===== config.mk =====
export PLATFORM = sky130hd
export DESIGN_NAME = itp_queue
export DESIGN_NICKNAME = d
export VERILOG_FILES = /design/src/hw/rtl/itp_queue.sv
export SDC_FILE = /design/constraint.sdc
export NUM_CORES = 1
export LEC_CHECK = 0
export BUFFER_PORTS_ARGS = -buffer_cell sky130_fd_sc_hd__buf_2
export CAP_MARGIN = 20
export CORE_AREA = 2 2 39 41
export CTS_CLUSTER_DIAMETER = 30
export DETAILED_ROUTE_END_ITERATION = 10
export DIE_AREA = 0 0 41 43
export GPL_TIMING_DRIVEN = 0
export PLACE_DENSITY = 0.49
export SLEW_MARGIN = 20
export SYNTH_ARGS = -nofsm -noshare
export SYNTH_HDL_FRONTEND = slang
export SYNTH_SLANG_ARGS = --single-unit

===== constraint.sdc =====
create_clock -name clk -period 2.45 [get_ports clk]
set_input_delay 0.49 -clock clk [delete_from_list [all_inputs] [get_ports clk]]
set_output_delay 0.49 -clock clk [all_outputs]
set_load 0.005 [all_outputs]

===== src/hw/rtl/itp_queue.sv =====
// itp_queue: two-entry queue between the hashing front and the table back end.
// No dependencies.
module itp_queue #(
  parameter int unsigned W = 1
) (
  input  logic         clk,
  input  logic         rst,
  input  logic         in_valid,
  output logic         in_ready,
  input  logic [W-1:0] in_data,
  output logic         out_valid,
  input  logic         out_ready,
  output logic [W-1:0] out_data
);
  logic [W-1:0] fifo_mem [2];
  logic         wp;
  logic         rp;
  logic [1:0]   count;
  logic         push;
  logic         pop;

  assign in_ready  = (count != 2'd2);
  assign out_valid = (count != 2'd0);
  assign out_data  = fifo_mem[rp];
  assign push      = in_valid && in_ready;
  assign pop       = out_valid && out_ready;

  always_ff @(posedge clk) begin
    if (push) fifo_mem[wp] <= in_data;
  end

  always_ff @(posedge clk) begin
    if (rst) begin
      wp    <= 1'b0;
      rp    <= 1'b0;
      count <= 2'd0;
    end else begin
      if (push) wp <= ~wp;
      if (pop) rp <= ~rp;
      if (push && !pop) count <= count + 2'd1;
      else if (pop && !push) count <= count - 2'd1;
    end
  end

endmodule


==> flow_summary.yaml <==
status:
  status: "finished clean"
floorplan:
  fp-row-count: 14
  dieArea_sq_mm: 0.001763
  io_pins: 8
  die_w_um: 41
  coreArea_sq_mm: 0.001384
  start_util_pct: 21.25
  die_y_um: 43
worst_hold_path:
  min_path_type: "input pin to flip-flop"
worst_setup_path:
  worstPathBufferInverterCount: 0
  crit_arrival_ns: 1.81
  crit_type: "flip-flop to flip-flop"
  cp_max_fo: 5
  slowest_stage: "dfxtp_1"
  critPathTopFamily: "simple AND/OR/NAND/NOR gates"
  start_kind: "flip-flop"
  cp.required_ns: 2.63
  max_stage_delay_ns: 0.35
  endpoint_kind: "flip-flop"
  path_cells: "nand2b_1 > and2_1 > ha_1 > or3_1 > a21oi_1"
power_and_ir_drop:
  p_sw_mw: 0.1276
  power.leakage_nw: 0.1668
  clock_power_share_pct: 24.2
  total_power_mw: 0.4199
  seqPwrFrac_pct: 42.4
  irDropWorstVdd_v: 0.0004612
  p_per_area_mw_per_mm2: 1119
  switching_share_pct: 30.39
  p_int_mw: 0.2923
  p_comb_share_pct: 33.4
yosys:
  ys_types: 16
  netlist_area_sq_um: 294.0
  syn_inst: 27
  synth_xor_area_share_pct: 8.936
  muxShareOfSynthArea_pct: 3.830
  synth-simple-area-share_pct: 17.02
  syn_nets: 33
  ys_seq_area_share_pct: 54.47
  synthAdderAreaFrac_pct: 4.255
  ys_warn_count: 0
  ys_seq_elements: 7
  synth_compound_area_share_pct: 10.21
  synthesis.area_per_instance_sq_um: 10.89
  synth_top_family_by_area: "simple AND/OR/NAND/NOR gates"
global_routing:
  grt_pass1_vias: 196
  antenna_found_initial: 0
  grt_pass1_wl_um: 752
  grt_max_degree: 6
  grt_usage_pct: 7.568
  grt_remaining_overflow: 0
timing:
  fin_worst_skew_ns: 0.005036
  final_hold_viol_count: 0
  drv_slew: 0
  fin_crit_sh_pct: 66.69
  max_clock_freq_mhz: 612.0
  worst_pin_slew_ns: 0.2985
  fin_crit_ns: 1.634
  setup_tns_ns: 0
  rsz0062_at_grt: "false"
  slew_headroom_pct: 79.89
  setup_violations: 0
placement:
  dp_hpwl_um: 360.1
  io_buffers: 7
  gp_congestion: 0.6477
clock_tree:
  cts_root_buf: "clkbuf_4"
  cts_sinks: 7
  ctsHoldBuffers: 0
  numCtsBuffers: 3
  cts_tree: "done"
  postCtsSetupBuffers: 0
  path_clk_slew_ns: 0.05
  cts_resized: 0
  clk_latency_ns: 0.25
  clock_path_buffers: 2
  cts_max_level: 1
routing:
  drtPass1Iterations: 2
  via_per_inst: 3.852
  wl_per_cell_um: 8.963
  drt-initial-drc-count: 1
  num_vias: 208
  finalWirelength_um: 484
  ant_nets: 0
  drc: 0
finish:
  layout_common_cells: "buf_2, dfxtp_1, xor2_1, nor2_1, clkbuf_4"
  final_common_cell: "buf_2"
  multi_input_area_sq_um: 130.1
  insertedDiodeCount: 0
  area_growth_pct: 27.66
  drive_above_1_share_pct: 34.21
  nets: 45
  final_util_pct: 27.12
  fill_cells: 153
  regArea_sq_um: 160.2
job:
  max_cap_viol_count: 0
[layout make-up]
class                      count  area share, %
clock buffer                   4          7.000
inverter                       1          1.000
multi-input combinational     19          34.67
sequential                     7          42.67
tap                           16          5.333
timing repair buffer           7          9.333
[cell usage after synthesis]
library cell	number	area share (%)
or2_2	1	2.1
ha_1	1	4.3
or3_1	1	2.1
a21bo_2	1	3.4
nand3b_1	1	2.6
and3_1	1	2.1
a21oi_1	2	3.4
xor2_1	3	8.9
mux2_2	1	3.8
nor2_1	3	3.8
nand2b_1	1	2.1
inv_1	1	1.3
dfxtp_1	5	34
edfxtp_1	2	20
and2_1	1	2.1
o21ai_0	2	3.4
[metrics by stage]
step,std cells,cell area (sq um),hold slack [ns],worst slack [ns]
final,54,375.4,0.4420,0.8161
after floorplan,27,294.0,0.4705,0.9099
after global routing,54,375.4,0.4279,0.7095
after CTS,54,375.4,0.4315,0.7910
after detailed placement,50,349.1,0.5006,0.8121
after global placement,50,349.1,0.4879,0.8141
[power by group through the flow]
stage                     sequential (mW)  combinational, mW  clock, mW
after floorplan                     0.174              0.105          0
after global placement              0.180              0.139          0
after detailed placement            0.180              0.141          0
after CTS                           0.179              0.143      0.108
after global routing                0.181              0.162      0.113
final                               0.178              0.140      0.102
[worst paths after layout]
path	from	end	slack (ns)	cells after the start
worst min-delay path	in_data	fifo_mem[0]	0.44	1
worst max register to register	count[0]	count[1]	0.82	5
worst max-delay path	count[0]	count[1]	0.82	5
worst min register to register	rp	flip-flop	0.51	2
[per-layer routing]
metal | up-vias | track usage [%] | routed length, um | share of wire, %
met5 | - | 0 | 0 | 0
met2 | 4 | 8.438 | 220 | 45
met3 | 2 | 7.853 | 20 | 4.1
met4 | 0 | 8.000 | 11 | 2.3
li1 | 114 | - | - | -
met1 | 88 | 6.863 | 231 | 48
[cells by family (layout without fill, tap and decap cells)]
group / after synthesis / in the layout
flip-flops: 7 / 7
adder cells (fa/ha/maj): 1 / 1
AND/OR/NAND/NOR: 9 / 9
multiplexers: 1 / 1
XOR/XNOR: 3 / 3
buffers and inverters: 1 / 12
AO/OA/AOI/OAI: 5 / 5
(Power assumes the default switching activity.)
